[config.mk]
export PLATFORM = sky130hd
export DESIGN_NAME = timed_key_table_with_eviction_flat
export DESIGN_NICKNAME = d
export VERILOG_FILES = /design/src/design/tkt_pkg.sv /design/src/design/tkt_if.sv /design/src/design/tkt_cell.sv /design/src/design/timed_key_table_with_eviction.sv /design/src/flat_wrapper.sv
export SDC_FILE = /design/constraint.sdc
export NUM_CORES = 2
export LEC_CHECK = 0
export BUFFER_PORTS_ARGS = -buffer_cell sky130_fd_sc_hd__buf_4
export CAP_MARGIN = 20
export CELL_PAD_IN_SITES_DETAIL_PLACEMENT = 0
export CELL_PAD_IN_SITES_GLOBAL_PLACEMENT = 2
export CORE_MARGIN = 4
export CORE_UTILIZATION = 45
export DETAILED_ROUTE_END_ITERATION = 10
export GPL_TIMING_DRIVEN = 0
export PLACE_DENSITY = 0.82
export SLEW_MARGIN = 20
export SYNTH_ARGS = -nofsm -noshare
export SYNTH_HDL_FRONTEND = slang
export SYNTH_SLANG_ARGS = --single-unit
[constraint.sdc]
create_clock -name clk -period 8.7 [get_ports clk]
set_input_delay 1.74 -clock clk [delete_from_list [all_inputs] [get_ports clk]]
set_output_delay 1.74 -clock clk [all_outputs]
set_load 0.02 [all_outputs]
[src/design/tkt_pkg.sv]
package tkt_pkg;

	localparam int TABLE_ENTRIES_DEF = 8;
	localparam int KEY_BYTES_DEF     = 16;
	// Index width for the largest supported table (64 entries)
	localparam int IDX_W_MAX         = 6;

	localparam logic [31:0] TTL_RESET = 32'd3600000;

	localparam logic [1:0] FUNC_CREATE   = 2'd0;
	localparam logic [1:0] FUNC_VALIDATE = 2'd1;
	localparam logic [1:0] FUNC_DESTROY  = 2'd2;

	localparam logic [1:0] REG_TTL_ADDR  = 2'd0;

	typedef logic [IDX_W_MAX-1:0] idx_t;

	typedef struct packed {
		logic        age;
		logic        write;
		logic [1:0]  op;
		idx_t        idx;
		logic [63:0] key_high;
		logic [63:0] key_low;
		logic [46:0] now;
		logic [47:0] expiry;
	} tkt_cmd_t;

	typedef struct packed {
		logic        free_found;
		idx_t        free_idx;
		logic        match_found;
		idx_t        match_idx;
		logic        min_found;
		idx_t        min_idx;
		logic [47:0] min_exp;
	} tkt_scan_t;

endpackage

[src/design/tkt_if.sv]
interface tkt_req_if;
	logic        valid;
	logic        ready;
	logic [1:0]  func;
	logic [63:0] key_high;
	logic [63:0] key_low;
	logic [46:0] now_ms;

	modport source (output valid, func, key_high, key_low, now_ms, input ready);
	modport sink (input valid, func, key_high, key_low, now_ms, output ready);
endinterface

interface tkt_rsp_if;
	logic       valid;
	logic       ready;
	logic       status;
	logic [2:0] slot;
	logic       evicted;

	modport source (output valid, status, slot, evicted, input ready);
	modport sink (input valid, status, slot, evicted, output ready);
endinterface

[src/design/tkt_cell.sv]
module tkt_cell #(
	parameter int INDEX = 0
) (
	input  logic                clk,
	input  logic                arst_n,
	input  tkt_pkg::tkt_cmd_t   cmd,
	input  tkt_pkg::tkt_scan_t  scan_in,
	output tkt_pkg::tkt_scan_t  scan_out
);
	import tkt_pkg::*;

	logic        valid_q;
	logic [63:0] key_high_q;
	logic [63:0] key_low_q;
	logic [47:0] expiry_q;
	tkt_scan_t   scan_d;
	tkt_scan_t   scan_q;
	logic        sel;
	logic        hit;
	idx_t        own_idx;

	assign own_idx = IDX_W_MAX'(INDEX);
	assign sel = cmd.write && (cmd.idx == own_idx);
	assign hit = valid_q && (key_high_q == cmd.key_high) && (key_low_q == cmd.key_low);

	always_ff @(posedge clk or negedge arst_n) begin
		if (!arst_n) begin
			valid_q <= 1'b0;
		end else if (cmd.age && valid_q && ({1'b0, cmd.now} >= expiry_q)) begin
			valid_q <= 1'b0;
		end else if (sel) begin
			case (cmd.op)
				FUNC_CREATE:  valid_q <= 1'b1;
				FUNC_DESTROY: valid_q <= 1'b0;
				default:      valid_q <= valid_q;
			endcase
		end
	end

	always_ff @(posedge clk) begin
		if (sel && cmd.op == FUNC_CREATE) begin
			key_high_q <= cmd.key_high;
			key_low_q  <= cmd.key_low;
		end
		if (sel && (cmd.op == FUNC_CREATE || cmd.op == FUNC_VALIDATE)) begin
			expiry_q <= cmd.expiry;
		end
	end

	// Fold this entry into the scan word and hand it on
	always_comb begin
		scan_d = scan_in;
		if (!scan_in.free_found && !valid_q) begin
			scan_d.free_found = 1'b1;
			scan_d.free_idx   = own_idx;
		end
		if (!scan_in.match_found && hit) begin
			scan_d.match_found = 1'b1;
			scan_d.match_idx   = own_idx;
		end
		if (!scan_in.min_found || expiry_q < scan_in.min_exp) begin
			scan_d.min_found = 1'b1;
			scan_d.min_idx   = own_idx;
			scan_d.min_exp   = expiry_q;
		end
	end

	always_ff @(posedge clk) begin
		scan_q <= scan_d;
	end

	assign scan_out = scan_q;

endmodule

[src/design/timed_key_table_with_eviction.sv]
// Keyed entry table with expiry times and eviction of the entry with the earliest expiry.
// req channel (valid/ready): func, key_high, key_low, now_ms. One request is
// taken at a time; req.ready is high only while the table is idle.
// rsp channel (valid/ready): status, slot, evicted; exactly one word per
// request. The response sits in an output register until taken, and the
// next request is accepted while it waits there.
// Processing: after acceptance the request passes an ageing state, a scan
// state in which the scan word walks down the chain of entry cells and is
// registered in each cell, an update state and an output load. The table
// takes no new request until it has finished the last one and is idle
// again. A stalled receiver holds the finished result in the table until
// the output register frees.
// Configuration: APB register ttl_ms at byte address 0 is to be written only while
// idle; the block itself does not enforce this. A read returns its value.
// Reset: all entries invalid, ttl_ms back to 3600000, no response pending.
module timed_key_table_with_eviction #(
	parameter int TABLE_ENTRIES = tkt_pkg::TABLE_ENTRIES_DEF,
	parameter int KEY_BYTES     = tkt_pkg::KEY_BYTES_DEF
) (
	input  logic        clk,
	input  logic        arst_n,
	tkt_req_if.sink     req,
	tkt_rsp_if.source   rsp,
	input  logic        psel,
	input  logic        penable,
	input  logic        pwrite,
	input  logic [1:0]  paddr,
	input  logic [31:0] pwdata,
	output logic [31:0] prdata,
	output logic        pready
);
	import tkt_pkg::*;

	localparam int IDX_W     = $clog2(TABLE_ENTRIES);
	localparam int HIGH_BITS = (KEY_BYTES - 8) * 8;
	localparam logic [63:0] KEY_HIGH_MASK = 64'((65'd1 << HIGH_BITS) - 65'd1);

	localparam logic [2:0] ST_IDLE  = 3'd0;
	localparam logic [2:0] ST_AGE   = 3'd1;
	localparam logic [2:0] ST_SCAN  = 3'd2;
	localparam logic [2:0] ST_APPLY = 3'd3;
	localparam logic [2:0] ST_DONE  = 3'd4;

	logic [2:0]       state_q;
	logic [IDX_W-1:0] cnt_q;
	logic [31:0]      ttl_q;

	logic [1:0]  func_q;
	logic [63:0] key_high_q;
	logic [63:0] key_low_q;
	logic [46:0] now_q;
	logic [47:0] expiry_q;

	logic        res_status_q;
	idx_t        res_idx_q;
	logic        res_evicted_q;

	logic        rsp_valid_q;
	logic        rsp_status_q;
	logic [2:0]  rsp_slot_q;
	logic        rsp_evicted_q;

	tkt_cmd_t    cmd;
	tkt_scan_t   scan [TABLE_ENTRIES+1];
	tkt_scan_t   fin;
	logic        pick_write;
	idx_t        pick_idx;
	logic        pick_status;
	logic        pick_evicted;
	logic        accept;
	logic        out_free;

	assign pready = 1'b1;
	assign prdata = (paddr == REG_TTL_ADDR) ? ttl_q : 32'd0;

	always_ff @(posedge clk or negedge arst_n) begin
		if (!arst_n) begin
			ttl_q <= TTL_RESET;
		end else if (psel && penable && pwrite && paddr == REG_TTL_ADDR) begin
			ttl_q <= pwdata;
		end
	end

	assign req.ready = (state_q == ST_IDLE);
	assign accept    = req.valid && req.ready;
	assign out_free  = !rsp_valid_q || rsp.ready;

	always_ff @(posedge clk) begin
		if (accept) begin
			func_q     <= req.func;
			key_high_q <= req.key_high & KEY_HIGH_MASK;
			key_low_q  <= req.key_low;
			now_q      <= req.now_ms;
			expiry_q   <= {1'b0, req.now_ms} + {16'd0, ttl_q};
		end
	end

	always_ff @(posedge clk or negedge arst_n) begin
		if (!arst_n) begin
			state_q <= ST_IDLE;
			cnt_q   <= '0;
		end else begin
			case (state_q)
				ST_IDLE: begin
					if (accept) begin
						state_q <= ST_AGE;
					end
				end
				ST_AGE: begin
					state_q <= ST_SCAN;
					cnt_q   <= IDX_W'(TABLE_ENTRIES - 1);
				end
				ST_SCAN: begin
					if (cnt_q == '0) begin
						state_q <= ST_APPLY;
					end else begin
						cnt_q <= cnt_q - 1'b1;
					end
				end
				ST_APPLY: state_q <= ST_DONE;
				ST_DONE: begin
					if (out_free) begin
						state_q <= ST_IDLE;
					end
				end
				default: state_q <= ST_IDLE;
			endcase
		end
	end

	assign fin = scan[TABLE_ENTRIES];

	always_comb begin
		pick_write   = 1'b0;
		pick_idx     = '0;
		pick_status  = 1'b1;
		pick_evicted = 1'b0;
		case (func_q)
			FUNC_CREATE: begin
				pick_write  = 1'b1;
				pick_status = 1'b0;
				if (fin.free_found) begin
					pick_idx = fin.free_idx;
				end else begin
					pick_idx     = fin.min_idx;
					pick_evicted = 1'b1;
				end
			end
			FUNC_VALIDATE, FUNC_DESTROY: begin
				if (fin.match_found) begin
					pick_write  = 1'b1;
					pick_status = 1'b0;
					pick_idx    = fin.match_idx;
				end
			end
			default: ;
		endcase
	end

	always_comb begin
		cmd.age      = (state_q == ST_AGE) &&
		               (func_q == FUNC_CREATE || func_q == FUNC_VALIDATE);
		cmd.write    = (state_q == ST_APPLY) && pick_write;
		cmd.op       = func_q;
		cmd.idx      = pick_idx;
		cmd.key_high = key_high_q;
		cmd.key_low  = key_low_q;
		cmd.now      = now_q;
		cmd.expiry   = expiry_q;
	end

	assign scan[0] = '0;

	for (genvar i = 0; i < TABLE_ENTRIES; i++) begin : g_cell
		tkt_cell #(
			.INDEX(i)
		) u_cell (
			.clk     (clk),
			.arst_n  (arst_n),
			.cmd     (cmd),
			.scan_in (scan[i]),
			.scan_out(scan[i+1])
		);
	end

	always_ff @(posedge clk) begin
		if (state_q == ST_APPLY) begin
			res_status_q  <= pick_status;
			res_idx_q     <= pick_idx;
			res_evicted_q <= pick_evicted;
		end
	end

	always_ff @(posedge clk or negedge arst_n) begin
		if (!arst_n) begin
			rsp_valid_q <= 1'b0;
		end else if (state_q == ST_DONE && out_free) begin
			rsp_valid_q <= 1'b1;
		end else if (rsp.ready) begin
			rsp_valid_q <= 1'b0;
		end
	end

	always_ff @(posedge clk) begin
		if (state_q == ST_DONE && out_free) begin
			rsp_status_q  <= res_status_q;
			rsp_slot_q    <= res_idx_q[2:0];
			rsp_evicted_q <= res_evicted_q;
		end
	end

	assign rsp.valid   = rsp_valid_q;
	assign rsp.status  = rsp_status_q;
	assign rsp.slot    = rsp_slot_q;
	assign rsp.evicted = rsp_evicted_q;

endmodule

[src/flat_wrapper.sv]
// flat-port wrapper written by rule: the top's interface ports become plain ports
module timed_key_table_with_eviction_flat import tkt_pkg::*;
#(
	parameter int TABLE_ENTRIES = tkt_pkg::TABLE_ENTRIES_DEF,
	parameter int KEY_BYTES     = tkt_pkg::KEY_BYTES_DEF
)
  (clk, arst_n, psel, penable, pwrite, paddr, pwdata, prdata, pready, req_valid, req_func, req_key_high, req_key_low, req_now_ms, req_ready, rsp_valid, rsp_status, rsp_slot, rsp_evicted, rsp_ready);
  tkt_req_if req_i ();
  tkt_rsp_if rsp_i ();
  input  logic clk;
  input  logic arst_n;
  input  logic psel;
  input  logic penable;
  input  logic pwrite;
  input  logic [1:0] paddr;
  input  logic [31:0] pwdata;
  output logic [31:0] prdata;
  output logic pready;
  input wire logic [$bits(req_i.valid)-1:0] req_valid;
  input wire logic [$bits(req_i.func)-1:0] req_func;
  input wire logic [$bits(req_i.key_high)-1:0] req_key_high;
  input wire logic [$bits(req_i.key_low)-1:0] req_key_low;
  input wire logic [$bits(req_i.now_ms)-1:0] req_now_ms;
  output wire logic [$bits(req_i.ready)-1:0] req_ready;
  output wire logic [$bits(rsp_i.valid)-1:0] rsp_valid;
  output wire logic [$bits(rsp_i.status)-1:0] rsp_status;
  output wire logic [$bits(rsp_i.slot)-1:0] rsp_slot;
  output wire logic [$bits(rsp_i.evicted)-1:0] rsp_evicted;
  input wire logic [$bits(rsp_i.ready)-1:0] rsp_ready;
  assign req_i.valid = req_valid;
  assign req_i.func = req_func;
  assign req_i.key_high = req_key_high;
  assign req_i.key_low = req_key_low;
  assign req_i.now_ms = req_now_ms;
  assign req_ready = req_i.ready;
  assign rsp_valid = rsp_i.valid;
  assign rsp_status = rsp_i.status;
  assign rsp_slot = rsp_i.slot;
  assign rsp_evicted = rsp_i.evicted;
  assign rsp_i.ready = rsp_ready;
  timed_key_table_with_eviction #(.TABLE_ENTRIES(TABLE_ENTRIES), .KEY_BYTES(KEY_BYTES)) u_core (.clk(clk), .arst_n(arst_n), .req(req_i), .rsp(rsp_i), .psel(psel), .penable(penable), .pwrite(pwrite), .paddr(paddr), .pwdata(pwdata), .prdata(prdata), .pready(pready));
endmodule
## Word level (Yosys, flattened, before mapping)

Cells that the tools add are included.

- Register bits after elaboration: 2,161
- Input port bits: 218
- Logic and storage cells: 338

- $add $sub $neg: 2
- Magnitude comparators: 15
- Equality and inequality tests: 33
- Mux-type cells: 42
- Reduce and logical (&&, ||, !) cells: 147

Operators with widths:

| operator | number |
|---|---|
| 64-bit == test | 16 |
| 47-bit by 48-bit >= comparator with 1-bit output | 8 |
| 48-bit < comparator | 7 |
| 48-bit two-way mux | 5 |
| 1-bit logical AND | 77 |
| 49-bit two-way mux | 1 |
| 47-bit by 32-bit adder with 48-bit output | 1 |
| 32-bit two-way mux | 1 |
| 1-bit logical NOT | 28 |
| 6-bit by 3-bit == test with 1-bit output (second input constant) | 4 |
| 3-bit nonzero test | 8 |
| 1-bit two-way mux | 21 |
| 2-bit nonzero test | 10 |
| 2-bit AND reduction | 9 |
| 3-bit case mux with 5 select lines | 1 |
| 7-bit two-way mux | 2 |
| 6-bit by 2-bit == test with 1-bit output (second input constant) | 2 |
| 3-bit two-way mux | 4 |
| 6-bit two-way mux | 2 |
| 6-bit case mux with 2 select lines | 1 |
| 1-bit logical OR | 8 |
| 3-bit by 2-bit == test with 1-bit output (second input constant) | 2 |
| 6-bit by 1-bit == test with 1-bit output (second input constant) | 1 |
| 3-bit logical NOT | 2 |
| other kinds (13) | 18 |

## Longest topological paths before layout

- Depth in word-level cells: 7
- Mapped depth: 13
- Depth with buffers taken out: 12

## Cells and area by module

Synthesis repeated with hierarchy kept, for this count alone.

- Cell total of the unflattened synthesis: 7,886
- Area total of the unflattened synthesis: 102,341.9 um^2

Modules (own cells, without submodules):

| module | times used | cells each | area an instance (um^2) | sequential area each (um^2) |
|---|---|---|---|---|
| tkt_cell (u_core.g_cell[5].u_cell ...) | 2 | 896 | 11,408.4 | 6,691.4 |
| tkt_cell (u_core.g_cell[1].u_cell ...) | 2 | 896 | 11,407.2 | 6,691.4 |
| tkt_cell (u_core.g_cell[3].u_cell) | 1 | 894 | 11,410.9 | 6,691.4 |
| tkt_cell (u_core.g_cell[4].u_cell) | 1 | 896 | 11,405.9 | 6,691.4 |
| tkt_cell (u_core.g_cell[7].u_cell) | 1 | 894 | 11,355.9 | 6,691.4 |
| tkt_cell (u_core.g_cell[0].u_cell) | 1 | 895 | 11,343.4 | 6,691.4 |
| timed_key_table_with_eviction | 1 | 723 | 11,194.5 | 8,046.5 |

## Least setup slack after synthesis

Ideal clock, no wire load.

- Path type: register to register
- Start: reg u_core.func_q[0]
- End: reg u_core.g_cell[3].u_cell.key_high_q[0], enable pin
- Library setup time: 0.619 ns
- Arrival time: 7.047 ns
- Path slack: 1.034 ns
- Stages on the path, launching flop included: 7
- Period minus slack after synthesis: 7.666 ns
- Cell sequence: edfxtp_1 -> inv_1 -> ha_1 -> a32oi_1 -> nor4b_1 -> nand2_1 -> nor2_1

- Cells in the longest elaborated chain, start to end: 6
- Elaborated cells on any way between the ends: 10
- Those cells by class: 3 x eq/ne; 2 x mux; 5 x reduce/logical

Ends and longest elaborated chain:

| what | line | text |
|---|---|---|
| start: declaration | timed_key_table_with_eviction.sv:48 | `logic [1:0] func_q;` |
| start signal: assignment | timed_key_table_with_eviction.sv:90 | `func_q <= req.func;` |
| 2-bit == test / 2-bit by 1-bit == test with 1-bit output (equally long branches) | timed_key_table_with_eviction.sv:138 | `case (func_q)` |
| 2-bit OR reduction | timed_key_table_with_eviction.sv:138 |  |
| 6-bit case mux with 2 select lines / 1-bit case mux with 2 select lines (equally long branches) | timed_key_table_with_eviction.sv:138 |  |
| 6-bit by 2-bit == test with 1-bit output / 1-bit logical AND (equally long branches) | tkt_cell.sv:23, timed_key_table_with_eviction.sv:163 |  |
| 1-bit logical AND | tkt_cell.sv:23 | `assign sel = cmd.write && (cmd.idx == own_idx);` |
| 1-bit logical AND * | tkt_cell.sv:41 | `if (sel && cmd.op == FUNC_CREATE) begin` |
| end signal: assignment | tkt_cell.sv:42 | `key_high_q <= cmd.key_high;` |
| end: declaration | tkt_cell.sv:13 | `logic [63:0] key_high_q;` |

Mark *: on every way between the ends. The rest lies on a longest branch, timed or not.
A chain may end at the register's enable or synchronous reset.

## Final worst setup path

- Start: reg u_core.key_high_q[51]
- End: reg u_core.g_cell[6].u_cell.scan_q (netlist bit u_core.g_cell[6].u_cell.scan_out[55])

- Cells in the longest elaborated chain, start to end: 4

Ends and longest elaborated chain:

| what | line | text |
|---|---|---|
| start: declaration | timed_key_table_with_eviction.sv:49 | `logic [63:0] key_high_q;` |
| start signal: assignment | timed_key_table_with_eviction.sv:91 | `key_high_q <= req.key_high & KEY_HIGH_MASK;` |
| 64-bit == test | tkt_cell.sv:24 | `assign hit = valid_q && (key_high_q == cmd.key_high) && (key_low_q == cmd.key_low);` |
| 1-bit logical AND (2 in a row) | tkt_cell.sv:24 |  |
| 1-bit logical AND | tkt_cell.sv:57 | `if (!scan_in.match_found && hit) begin` |
| end signal: assignment | tkt_cell.sv:69 | `scan_q <= scan_d;` |
| end: declaration | tkt_cell.sv:17 | `tkt_scan_t scan_q;` |

Every way passes these cells.

==> metrics.yaml <==
synth.mux.area_fraction: 0.0295
crit_fanout: 9
post_cts_buffers: 0
clk_latency_ns: 0.94
gp_congestion: 1.08
synth_seq_cells: 2093
clk_pin_slew_ns: 0.06
die_y_um: 470
min_from: "u_core.g_cell[0].u_cell.expiry_q[9]"
timing.final.crit_period_ns: 5.91
layout-drive-gt1-share: 0.121
cp_num_buf_inv: 3
cts_buffers: 226
pin_count: 258
worst_setup_path_end_kind: "flop"
netlist_area_um2: 96000
hp-class: "reg -> reg"
synth_xor_area_frac: 0.0540
port_buffers: 256
syn2layout_area_growth_pct: 17.7
layout_common_cells: "1643 x edfxtp_1, 941 x inv_1, 743 x ha_1"
cts.repair.resized: 0
grt-ovfl-total: 0
synth_edf_count: 1643
path_class: "reg -> reg"
peakVddDrop_mv: 0.295
fin_worst_skew_ns: 0.0576
synth_nets: 8311
coreArea_um2: 212000
path_cells: "clkbuf_1 > inv_1 > a2111oi_0 > nand4_1 > nor4_2 > buf_4 > nand4_1 > and2_1"
synth_cell_type_count: 79
async_reset_ff_frac: 0.0225
p_per_area_nw_per_um2: 251
synth-compound-area-share: 0.0969
cts_tree: "yes"
rr_endpoint: "u_core.g_cell[6].u_cell.scan_out[55]"
yosysSeqAreaShare: 0.610
r2r_start: "u_core.key_high_q[51]"
tightest_slew_ns: 1.36
place_ws_ns: 3.04
drc: 0
netlist_instances: 7349
min_period_over_period: 0.679
max_clock_freq_mhz: 169
slew_viol_final: 0
grt_pass1_wl_mm: 566
antenna_found_initial: 48
leakagePower_nw: 45.3
via_count: 67400
ctsLongestPathBuffers: 3
avgViaCountPerCell: 6.10
fin_ws_ns: 2.79
ant_nets: 0
cts_hold_buf: 0
cts_max_level: 4
nets: 8952
die-area_um2: 221000
crit_family: "simple AND/OR/NAND/NOR gates"
placementRows: 169
dr.pass1.iters: 6
min_path_cells: 0
critPathLaunchType: "flop"
hpwl_mm: 327
wl_per_cell_um: 38.6
relSlewSlack: 0.0840
whs_ns: 0.360
mostFrequentLayoutCell: "edfxtp_1"
status: "completed"
worstPathRequired_ns: 9.49
synth_top_family_by_area: "adder cells"
min_to: "u_core.g_cell[0].u_cell.scan_out[9]"
die_x_um: 470
drt-total-wl_mm: 427
setup_violations: 0
cts_root_buf: "clkbuf_16"
synth-adder-area-share: 0.0970
dr.first_iter.drc_count: 8213
grt_pass1_vias: 65900
yosys.area_share.simple: 0.0665
cts.sinks: 2093
worstPathArrival_ns: 6.70
r2r_cells: 8
report.final.hold_viol_count: 0
crit_top_cell: "nand4_1"
avgSynthCellArea_um2: 13.1
slowest_delay_ns: 1.12
grt.total_usage: 0.379
grt_max_degree: 56
cp_slowest_cell: "edfxtp_1"
reg2reg_slack_ns: 2.79
start_util: 0.453
rsz0062_at_grt: "no"
ys_warn_count: 0
maxCapViolations: 0
synth_flop_cell: "edfxtp_1"
## logic make-up after synthesis
group	Yosys count
AOI/OAI and AO/OA	1310
xor gates and xnor gates	592
adders and majority gates	744
buffers and inverters	1164
DFF	2093
muxes	277
other	1
and+or+nand+nor	1168
## metal layers
metal,vias to the layer above,GRT usage,part of all wire
li1,28700,-,-
met1,33900,0.437,0.36
met2,3627,0.623,0.47
met3,1068,0.0625,0.071
met4,2,0.314,0.10
met5,-,0,0.000019
## worst max-delay path by stage
stage	startpoint	end	slack, ns	cells after the start
after floorplan	u_core.func_q[0]	u_core.g_cell[3].u_cell.key_high_q[0]	1.03	6
after global placement	u_core.func_q[0]	u_core.g_cell[3].u_cell.key_high_q[7]	-4.83	7
after detailed placement	req_now_ms[3]	u_core.expiry_q[45]	3.04	11
after CTS	u_core.key_high_q[51]	u_core.g_cell[6].u_cell.scan_out[55]	3.18	8
after global routing	u_core.key_high_q[51]	u_core.g_cell[6].u_cell.scan_out[55]	3.14	8
final	u_core.key_high_q[51]	u_core.g_cell[6].u_cell.scan_out[55]	2.79	8
## state kept, by name, summed over array words and instances, names as in the netlist
name,count
u_core.g_cell.u_cell.key_high_q,512
u_core.g_cell.u_cell.key_low_q,512
u_core.g_cell.u_cell.scan_out,403
u_core.g_cell.u_cell.expiry_q,384
u_core.key_high_q,64
u_core.key_low_q,64
u_core.expiry_q,48
u_core.now_q,47
u_core.ttl_q,32
u_core.g_cell.u_cell.valid_q,8
u_core.cnt_q,3
u_core.res_idx_q,3
u_core.rsp.slot,3
u_core.state_q,3
u_core.func_q,2
u_core.res_evicted_q,1
u_core.res_status_q,1
u_core.rsp.evicted,1
u_core.rsp.status,1
u_core.rsp.valid,1
## report_power, final
part	internal [W]	switching, W
registers	0.0116	0.00143
logic	0.00153	0.00347
clock network	0.00594	0.00435
## synthesized netlist by cell type, types with 49 or more instances
cell type / n / area [um2]
nor2b_1: 55 / 344
a21oi_1: 222 / 1110
xnor2_1: 273 / 2390
nand4_1: 240 / 1500
edfxtp_1: 1643 / 49300
dfxtp_1: 403 / 8070
and2_1: 49 / 307
a22o_1: 64 / 561
clkbuf_1: 177 / 664
ha_1: 743 / 9300
xor2_1: 319 / 2790
nand3_1: 197 / 986
a221oi_1: 105 / 920
o2bb2ai_1: 84 / 736
nor2_1: 146 / 548
nor4_1: 153 / 957
o21ai_0: 142 / 711
mux2i_1: 232 / 2320
nand2_1: 144 / 541
o22ai_1: 157 / 982
o211ai_1: 61 / 458
a21o_1: 213 / 1600
inv_1: 942 / 3540
nand2b_1: 54 / 338
## layout make-up
class                      count  area, um2
clock buffer                 307       6460
antenna                       36       90.1
fill                       17900      99100
clock inverter               123       1570
sequential                  2093      58600
tap                         2821       3530
timing repair buffer         413       4790
buffer                       202        850
inverter                     962       3610
multi-input combinational   4092      33500
## per-stage QoR
| step | cell area (um2) | utilization | instances | total power [W] | setup TNS, ns |
|---|---|---|---|---|---|
| 4_1_cts | 113000 | 0.532 | 11000 | 0.0282 | 0 |
| 3_5_place_dp | 105000 | 0.494 | 10600 | 0.0180 | 0 |
| 3_3_place_gp | 101000 | 0.478 | 10400 | 0.0178 | -2029.55 |
| 2_1_floorplan | 96000 | - | 7349 | 0.0145 | 0 |
| 6_report | 113000 | 0.533 | 11000 | 0.0284 | 0 |
| 5_1_grt | 113000 | 0.532 | 11000 | 0.0289 | 0 |
Note: power is estimated with default switching activity, not from simulation.
